## src/design/spi_flash_page_write_sequencer_unit_defines.svh

```systemverilog
// assertion macros for the spi flash page write sequencer
`ifndef SPI_FLASH_PAGE_WRITE_SEQUENCER_UNIT_DEFINES_SVH
`define SPI_FLASH_PAGE_WRITE_SEQUENCER_UNIT_DEFINES_SVH

// same-cycle implication, checked on every rising edge outside reset
`define SFPW_ASSERT_NOW(lbl, clk, rst_n, ante, cons) \
	lbl: assert property (@(posedge clk) disable iff (!rst_n) (ante) |-> (cons)) \
		else $error("sfpw: same-cycle property violated");

// next-cycle implication
`define SFPW_ASSERT_NXT(lbl, clk, rst_n, ante, cons) \
	lbl: assert property (@(posedge clk) disable iff (!rst_n) (ante) |=> (cons)) \
		else $error("sfpw: next-cycle property violated");

`endif

```

## src/design/sfpw_pkg.sv

```systemverilog
// shared constants and types of the spi flash page write sequencer
`timescale 1ns / 1ps

package sfpw_pkg;

	localparam int PAGE_BYTES = 256;
	localparam int FILL_W     = $clog2(PAGE_BYTES);
	// byte counter spans opcode-free address bytes plus the page
	localparam int CNT_W      = $clog2(PAGE_BYTES + 4);

	localparam logic [1:0] CMD_PUSH  = 2'd0;
	localparam logic [1:0] CMD_FIN   = 2'd1;
	localparam logic [1:0] CMD_SLOT  = 2'd2;
	localparam logic [1:0] CMD_START = 2'd3;

	localparam logic [7:0] OP_WREN = 8'h06;
	localparam logic [7:0] OP_PROG = 8'h02;
	localparam logic [7:0] OP_RDSR = 8'h05;
	localparam logic [7:0] OP_WRDI = 8'h04;
	localparam logic [7:0] OP_DUMMY = 8'h00;

	// one result beat before the page byte is merged in
	typedef struct packed {
		logic       tx_valid;
		logic [7:0] tx_byte;
		logic       end_frame;
		logic       busy;
		logic       refused;
		logic       from_ram;
		logic       ram_ok;
	} sfpw_res_t;

	typedef struct packed {
		logic              wr_en;
		logic [FILL_W-1:0] wr_addr;
		logic [7:0]        wr_data;
		logic              rd_en;
		logic [FILL_W-1:0] rd_addr;
	} sfpw_mem_req_t;

endpackage

```

## src/design/spi_flash_page_write_sequencer_unit.sv

```systemverilog
// top level of the spi flash page write sequencer
//
//  channel  | direction | handshake                  | payload
//  s_axis   | in        | s_axis_tvalid/tready       | tuser cmd, tdata data_byte, rx_byte
//  m_axis   | out       | m_axis_tvalid/tready       | tuser tx_valid, tlast end_frame, tdata
//  cfg      | in        | cfg_valid/cfg_ready        | cfg_data start_address
//
// one beat in per cycle while the output is not stalled, and one result beat out per input beat;
// results pass through the registered read of the page store and then the output register
// a stage after the sequencer holds one result while the output register waits,
// so input is taken as long as that stage is free or drains in the same cycle
// page store contents read as zero until written, tracked by one valid bit per entry;
// reset clears all valid bits at once, no clearing pass
`timescale 1ns / 1ps
`include "spi_flash_page_write_sequencer_unit_defines.svh"

module spi_flash_page_write_sequencer_unit
	import sfpw_pkg::*;
(
	input  logic        clk,
	input  logic        arst_n,
	input  logic        s_axis_tvalid,
	output logic        s_axis_tready,
	input  logic [15:0] s_axis_tdata,  // [7:0] data_byte, [15:8] rx_byte
	input  logic [1:0]  s_axis_tuser,  // [1:0] cmd
	output logic        m_axis_tvalid,
	input  logic        m_axis_tready,
	output logic [15:0] m_axis_tdata,  // [7:0] tx_byte, [8] seq_busy, [9] push_refused, zero fill
	output logic        m_axis_tuser,  // [0] tx_valid
	output logic        m_axis_tlast,
	input  logic        cfg_valid,
	output logic        cfg_ready,
	input  logic [23:0] cfg_data
);

	logic          item_go;
	logic          s1_go;
	logic          valid_s1;
	sfpw_res_t     res;
	sfpw_res_t     res_s1;
	sfpw_mem_req_t mreq;
	logic [7:0]    rd_data;
	logic [23:0]   start_q;
	logic          out_valid_q;
	logic          tx_valid_q;
	logic [7:0]    tx_byte_q;
	logic          end_frame_q;
	logic          busy_q;
	logic          refused_q;

	assign cfg_ready = 1'b1;

	always_ff @(posedge clk or negedge arst_n) begin
		if (!arst_n) begin
			start_q <= '0;
		end else if (cfg_valid) begin
			start_q <= cfg_data;
		end
	end

	assign s1_go         = valid_s1 && (!out_valid_q || m_axis_tready);
	assign s_axis_tready = !valid_s1 || s1_go;
	assign item_go       = s_axis_tvalid && s_axis_tready;

	sfpw_ctrl u_ctrl (
		.clk           (clk),
		.arst_n        (arst_n),
		.item_go       (item_go),
		.cmd           (s_axis_tuser),
		.data_byte     (s_axis_tdata[7:0]),
		.rx_byte       (s_axis_tdata[15:8]),
		.start_address (start_q),
		.res           (res),
		.mreq          (mreq)
	);

	sfpw_ram #(
		.WIDTH (8),
		.DEPTH (PAGE_BYTES)
	) u_page_ram (
		.clk     (clk),
		.wr_en   (item_go && mreq.wr_en),
		.wr_addr (mreq.wr_addr),
		.wr_data (mreq.wr_data),
		.rd_en   (item_go && mreq.rd_en),
		.rd_addr (mreq.rd_addr),
		.rd_data (rd_data)
	);

	always_ff @(posedge clk or negedge arst_n) begin
		if (!arst_n) begin
			valid_s1 <= 1'b0;
		end else if (item_go) begin
			valid_s1 <= 1'b1;
		end else if (s1_go) begin
			valid_s1 <= 1'b0;
		end
	end

	always_ff @(posedge clk) begin
		if (item_go) begin
			res_s1 <= res;
		end
	end

	always_ff @(posedge clk or negedge arst_n) begin
		if (!arst_n) begin
			out_valid_q <= 1'b0;
		end else if (s1_go) begin
			out_valid_q <= 1'b1;
		end else if (m_axis_tready) begin
			out_valid_q <= 1'b0;
		end
	end

	// merge the page byte; an entry never written reads as zero
	always_ff @(posedge clk) begin
		if (s1_go) begin
			tx_valid_q  <= res_s1.tx_valid;
			tx_byte_q   <= res_s1.from_ram ? (res_s1.ram_ok ? rd_data : 8'h00)
				: res_s1.tx_byte;
			end_frame_q <= res_s1.end_frame;
			busy_q      <= res_s1.busy;
			refused_q   <= res_s1.refused;
		end
	end

	assign m_axis_tvalid = out_valid_q;
	assign m_axis_tuser  = tx_valid_q;
	assign m_axis_tlast  = end_frame_q;
	assign m_axis_tdata  = {6'b0, refused_q, busy_q, tx_byte_q};

	`SFPW_ASSERT_NOW(a_stall_blocks_input, clk, arst_n,
		valid_s1 && out_valid_q && !m_axis_tready, !s_axis_tready)
	`SFPW_ASSERT_NXT(a_ram_data_held, clk, arst_n,
		valid_s1 && !s1_go, $stable(rd_data))
	`SFPW_ASSERT_NOW(a_refused_while_busy, clk, arst_n,
		valid_s1 && res_s1.refused, res_s1.busy && !res_s1.tx_valid)
	`SFPW_ASSERT_NOW(a_last_has_byte, clk, arst_n,
		m_axis_tvalid && m_axis_tlast, m_axis_tuser)

endmodule

```

## src/design/sfpw_ram.sv

```systemverilog
// generic single-port-write, single-port-read ram with registered read
`timescale 1ns / 1ps

module sfpw_ram #(
	parameter int WIDTH = 8,
	parameter int DEPTH = 256
) (
	input  logic                     clk,
	input  logic                     wr_en,
	input  logic [$clog2(DEPTH)-1:0] wr_addr,
	input  logic [WIDTH-1:0]         wr_data,
	input  logic                     rd_en,
	input  logic [$clog2(DEPTH)-1:0] rd_addr,
	output logic [WIDTH-1:0]         rd_data
);

	logic [WIDTH-1:0] mem [DEPTH];

	always_ff @(posedge clk) begin
		if (wr_en) begin
			mem[wr_addr] <= wr_data;
		end
		if (rd_en) begin
			rd_data <= mem[rd_addr];
		end
	end

endmodule

```

## src/design/sfpw_ctrl.sv

```systemverilog
// sequencer state, page fill tracking and page store access requests
`timescale 1ns / 1ps

module sfpw_ctrl
	import sfpw_pkg::*;
(
	input  logic          clk,
	input  logic          arst_n,
	input  logic          item_go,
	input  logic [1:0]    cmd,
	input  logic [7:0]    data_byte,
	input  logic [7:0]    rx_byte,
	input  logic [23:0]   start_address,
	output sfpw_res_t     res,
	output sfpw_mem_req_t mreq
);

	localparam logic [2:0] PH_IDLE = 3'd0;
	localparam logic [2:0] PH_WREN = 3'd1;
	localparam logic [2:0] PH_PROG = 3'd2;
	localparam logic [2:0] PH_STAT = 3'd3;
	localparam logic [2:0] PH_WRDI = 3'd4;

	logic [2:0]            phase_q, phase_n;
	logic [CNT_W-1:0]      cnt_q, cnt_n;
	logic [FILL_W-1:0]     fill_q, fill_n;
	logic [23:0]           addr_q, addr_n;
	logic                  fin_q, fin_n;
	logic [PAGE_BYTES-1:0] vld_q;
	logic                  busy;
	logic [FILL_W-1:0]     k;

	assign busy = (phase_q != PH_IDLE);
	assign k    = FILL_W'(cnt_q - CNT_W'(3));

	always_comb begin
		phase_n = phase_q;
		cnt_n   = cnt_q;
		fill_n  = fill_q;
		addr_n  = addr_q;
		fin_n   = fin_q;
		res     = '0;
		mreq    = '0;
		mreq.wr_addr = fill_q;
		mreq.wr_data = data_byte;
		mreq.rd_addr = k;

		case (cmd)
			CMD_PUSH, CMD_FIN: begin
				if (busy) begin
					res.refused = 1'b1;
				end else begin
					if (cmd == CMD_PUSH) begin
						mreq.wr_en = 1'b1;
						fill_n = (fill_q == FILL_W'(PAGE_BYTES - 1)) ? '0 : fill_q + 1'b1;
					end
					// full page or finalise starts with write enable
					if (cmd == CMD_FIN || fill_q == FILL_W'(PAGE_BYTES - 1)) begin
						fin_n         = (cmd == CMD_FIN);
						phase_n       = PH_WREN;
						cnt_n         = '0;
						res.tx_valid  = 1'b1;
						res.tx_byte   = OP_WREN;
						res.end_frame = 1'b1;
					end
				end
			end
			CMD_SLOT: begin
				case (phase_q)
					PH_WREN: begin
						phase_n      = PH_PROG;
						cnt_n        = '0;
						res.tx_valid = 1'b1;
						res.tx_byte  = OP_PROG;
					end
					PH_PROG: begin
						res.tx_valid = 1'b1;
						if (cnt_q >= CNT_W'(PAGE_BYTES + 3)) begin
							phase_n     = PH_STAT;
							cnt_n       = '0;
							res.tx_byte = OP_RDSR;
						end else begin
							cnt_n = cnt_q + 1'b1;
							if (cnt_q < CNT_W'(3)) begin
								case (cnt_q[1:0])
									2'd0:    res.tx_byte = addr_q[23:16];
									2'd1:    res.tx_byte = addr_q[15:8];
									default: res.tx_byte = addr_q[7:0];
								endcase
							end else begin
								// page byte comes from the registered read of the page store
								mreq.rd_en    = 1'b1;
								res.from_ram  = 1'b1;
								res.ram_ok    = vld_q[k];
								res.end_frame = (k == FILL_W'(PAGE_BYTES - 1));
							end
						end
					end
					PH_STAT: begin
						res.tx_valid = 1'b1;
						if (cnt_q == '0) begin
							cnt_n         = CNT_W'(1);
							res.tx_byte   = OP_DUMMY;
							res.end_frame = 1'b1;
						end else if (rx_byte[0]) begin
							cnt_n       = '0;
							res.tx_byte = OP_RDSR;
						end else begin
							phase_n       = PH_WRDI;
							res.tx_byte   = OP_WRDI;
							res.end_frame = 1'b1;
						end
					end
					PH_WRDI: begin
						if (!fin_q) begin
							addr_n = addr_q + 24'(PAGE_BYTES);
							fill_n = '0;
						end
						phase_n = PH_IDLE;
						cnt_n   = '0;
						fin_n   = 1'b0;
					end
					default: begin
						phase_n = PH_IDLE;
					end
				endcase
			end
			default: begin
				if (!busy) begin
					addr_n = start_address;
					fill_n = '0;
				end
			end
		endcase

		res.busy = (phase_n != PH_IDLE);
	end

	always_ff @(posedge clk or negedge arst_n) begin
		if (!arst_n) begin
			phase_q <= PH_IDLE;
			cnt_q   <= '0;
			fill_q  <= '0;
			addr_q  <= '0;
			fin_q   <= 1'b0;
			vld_q   <= '0;
		end else if (item_go) begin
			phase_q <= phase_n;
			cnt_q   <= cnt_n;
			fill_q  <= fill_n;
			addr_q  <= addr_n;
			fin_q   <= fin_n;
			if (mreq.wr_en) begin
				vld_q[mreq.wr_addr] <= 1'b1;
			end
		end
	end

endmodule
```

## config.mk

```make
export PLATFORM = sky130hd
export DESIGN_NAME = spi_flash_page_write_sequencer_unit
export DESIGN_NICKNAME = d
export VERILOG_FILES = /design/src/design/sfpw_pkg.sv /design/src/design/spi_flash_page_write_sequencer_unit.sv /design/src/design/sfpw_ram.sv /design/src/design/sfpw_ctrl.sv
export VERILOG_INCLUDE_DIRS = /design/src /design/src/design
export SDC_FILE = /design/constraint.sdc
export NUM_CORES = 2
export LEC_CHECK = 0
export BUFFER_PORTS_ARGS = -buffer_cell sky130_fd_sc_hd__clkbuf_2
export CORE_ASPECT_RATIO = 1.75
export CORE_MARGIN = 2
export CORE_UTILIZATION = 35
export CTS_CLUSTER_DIAMETER = 30
export CTS_CLUSTER_SIZE = 20
export DETAILED_ROUTE_END_ITERATION = 10
export SLEW_MARGIN = 20
export SYNTH_ARGS = -nofsm -noshare
export SYNTH_HDL_FRONTEND = slang
export SYNTH_SLANG_ARGS = --single-unit
```

## constraint.sdc

```tcl
create_clock -name clk -period 7.2 [get_ports clk]
set_clock_uncertainty 0.05 [all_clocks]
set_input_delay 1.44 -clock clk [delete_from_list [all_inputs] [get_ports clk]]
set_output_delay 1.44 -clock clk [all_outputs]
set_load 0.005 [all_outputs]
```

==> results.py <==
metrics = {
    "synthesis": {
        "ys_top_cells_by_area": "edfxtp_1 66%, mux4_2 18%, dfrtp_1 8.7%, or2_2 1.7%, nor2_1 1.2%",
        "synth_seq_cells": 2409,
        "synth_flop_cell": "edfxtp_1",
        "synth_fa_ha_area_share_pct": 0.1196,
        "yosysUniqueCellTypes": 59,
        "ys_warn_count": 0,
        "netlist_area_um2": 94130,
        "synth_edf_count": 2082,
        "yosysMostFrequentCell": "edfxtp_1",
        "synth_top_family_by_area": "multiplexers",
        "synth-async-reset-ratio_pct": 13.57,
        "synthXorXnorAreaFrac_pct": 0.1475,
        "yosys-top-cells-count": "2082 x edfxtp_1, 733 x mux4_2, 327 x dfrtp_1",
        "syn_inst": 4446,
        "yosysSeqAreaShare_pct": 75.11,
        "synth_simple_gate_area_share_pct": 4.121,
        "synth.area.mux_share_pct": 18.12,
        "syn-mean-instance-area_um2": 21.17,
        "synth_compound_area_share_pct": 1.125,
        "synth_top_area_share_pct": 66.42,
        "synth_area_leader_cell": "edfxtp_1",
    },
    "global_route": {
        "grt_overflow_total": 0,
        "grt_use_met3_pct": 2.547,
        "grtUsageTotal_pct": 17.06,
        "grt_max_degree": 190,
        "met2_usage_pct": 31.00,
        "grt_busiest_layer": "met2",
        "grt_util_met1_pct": 19.44,
        "grt_pass1_vias": 47450,
        "grt_pass1_wl_um": 339600,
        "grt_antenna_before_repair": 7,
    },
    "power_and_ir_drop": {
        "p_per_area_nw_per_um2": 357.1,
        "p_seq_share_pct": 39.2,
        "p_leak_nw": 36.78,
        "internal_power_mw": 29.02,
        "net-switching-power_mw": 10.41,
        "swShare_pct": 26.41,
        "power_mw": 39.44,
        "pwr-share-comb_pct": 17.8,
        "peakVddDrop_uv": 305.5,
        "pwr-share-clk_pct": 43.0,
    },
    "floorplanning": {
        "start_util_pct": 35.22,
        "fp.coreArea_um2": 267300,
        "placementRows": 251,
        "die-area_um2": 273300,
        "io_pins": 68,
        "die_x_um": 396.0,
        "die_y_um": 690.0,
    },
    "sta": {
        "setup-tns-final_ps": 0,
        "layout_min_cycle_time_ps": 5515,
        "tightest_slew_ps": 1259,
        "maxSlewViolCount": 0,
        "hold_viol": 0,
        "fmax_mhz": 181.3,
        "whs_ps": 373.6,
        "rsz0062_at_grt": "no",
        "setup_viol": 0,
        "slew-limit-headroom_pct": 16.06,
        "finalCritPeriodShare_pct": 76.59,
    },
    "clock_tree": {
        "h-tree-depth": 5,
        "cts_root_buf": "clkbuf_16",
        "cts_tree": "yes",
        "hold_buffers": 0,
        "cts.clk_slew.worst_paths_ps": 60,
        "cts_buffers": 338,
        "post-cts-setup-buffer-count": 0,
        "clk-insertion-delay-late_ps": 860,
        "ctsResizeCount": 0,
        "clkSinkCount": 2409,
        "clk_path_buf_depth": 4,
    },
    "placement": {
        "gp_congestion": 0.8002,
        "hpwl_um": 142900,
        "post-place-cells": 7862,
        "io_buffers": 53,
    },
    "layout": {
        "drive_gt1_share_pct": 35.38,
        "area_delta_synth_final_pct": 17.31,
        "nFillCells": 22890,
        "layout.nets": 4717,
        "stdcell_count": 8487,
    },
    "setup_path": {
        "path_max_fanout": 122,
        "worst-setup-path-type": "flop to flop",
        "cp-end-kind": "flop",
        "arrival_ps": 6020,
        "cp-start-kind": "flop",
        "critPathRequiredTime_ps": 7710,
    },
    "route": {
        "drcViolationCount": 0,
        "drtAntennaViolNets": 0,
        "vias": 44840,
        "wl_um": 235600,
        "vias_per_cell": 5.283,
        "drt_first_pass_iters": 7,
        "dr.first_iter.drc_count": 4353,
        "wire_per_inst_um": 27.76,
    },
    "worst_hold_path": {
        "min_path_type": "flop to flop",
    },
    "flow_run": {
        "drv_cap": 0,
    },
    "run_status": {
        "status": "finished clean",
    },
}
-- per-stage QoR --
stage / cell area (um^2) / setup WS [ps] / utilization [%]
CTS: 110400 / 1713 / 41.30
global route: 110400 / 1600 / 41.31
finish: 110400 / 1685 / 41.32
detailed placement: 98710 / 1405 / 36.93
floorplan: 94150 / 2741 / -
global placement: 98690 / 1414 / 36.93
-- cells in the final DEF (no fill, tap or decap), drive strengths merged, types with 12 or more instances in the layout --
cell type  count
nor2         297
nand2        116
nor3          14
or2          258
inv           89
clkinvlp      35
nand2b        12
clkinv       100
mux4         733
edfxtp      2082
buf           70
o21ai         41
and3          16
clkbuf       417
nand3         41
mux2i         18
bufinv        42
a21oi         52
dfrtp        327
mux2          33
a22oi         19
-- metal layers --
metal,vias up,wire length (um)
met4,6,11910
met2,1495,127300
met5,-,37
li1,18680,-
met1,24220,84220
met3,433,12130
-- cell type report --
cell class	count	area (um^2)	area share, %
Sequential cell	2409	70710	64.03
Multi-Input combinational cell	1778	22440	20.32
Clock buffer	369	8731	7.907
Tap cell	3542	4432	4.013
Clock inverter	250	2928	2.651
Timing Repair Buffer	118	1112	1.007
Inverter	16	60.06	0.05439
Antenna cell	5	12.51	0.01133
-- cell families (layout without fill, tap and decap cells) --
kind of cell             Yosys count  in the layout
other                              2             12
flip-flops                      2409           2409
AO/OA/AOI/OAI                    169            169
XOR/XNOR                          15             15
multiplexers                     784            784
buffers and inverters            264            753
adder cells (fa/ha/maj)            9              9
AND/OR/NAND/NOR                  794            794
-- path summary, 6_finish.rpt --
kind / cells past startpoint / endpoint / start / slack, ps
worst min register to register: 0 / m_axis_tlast$_DFFE_PP_ / res_s1[4]$_DFFE_PP_ / 370
max in group asynchronous: 2 / u_ctrl.cnt_q[0]$_DFFE_PN0P_ / arst_n / 4890
worst max-delay path: 8 / u_page_ram.rd_data[4]$_DFFE_PP_ / u_ctrl.cnt_q[0]$_DFFE_PN0P_ / 1690
min in group asynchronous: 1 / u_ctrl.vld_q[91]$_DFFE_PN0P_ / arst_n / 550
worst min-delay path: 0 / m_axis_tlast$_DFFE_PP_ / res_s1[4]$_DFFE_PP_ / 370
worst max register to register: 8 / u_page_ram.rd_data[4]$_DFFE_PP_ / u_ctrl.cnt_q[0]$_DFFE_PN0P_ / 1690
-- power by group through the flow --
stage / clock (mW) / combinational (mW) / sequential (mW)
after CTS: 17.2 / 7.17 / 15.4
final: 17.0 / 7.01 / 15.4
after floorplan: 0 / 4.69 / 15.6
after detailed placement: 0 / 7.16 / 15.7
after global routing: 17.8 / 7.32 / 15.5
after global placement: 0 / 7.11 / 15.7
-- flip-flops by register name, summed over array words and instances (netlist names) --
| register | count |
|---|---|
| u_page_ram.mem | 2048 |
| u_ctrl.vld_q | 256 |
| start_q | 24 |
| u_ctrl.addr_q | 24 |
| res_s1 | 14 |
| u_ctrl.cnt_q | 9 |
| tx_byte_q | 8 |
| u_ctrl.fill_q | 8 |
| u_page_ram.rd_data | 8 |
| u_ctrl.phase_q | 3 |
| busy_q | 1 |
| m_axis_tlast | 1 |
| m_axis_tuser | 1 |
| m_axis_tvalid | 1 |
| refused_q | 1 |
| u_ctrl.fin_q | 1 |
| valid_s1 | 1 |
-- worst max-delay path: stages, from the launching register on --
cell and delay [ps]:
dfrtp_4 800, inv_1 190, ha_4 780, buf_12 580, mux4_2 480, mux4_2 550
mux4_2 530, a22oi_1 860, nand3_1 180
Power figures use the tool's default switching activity.
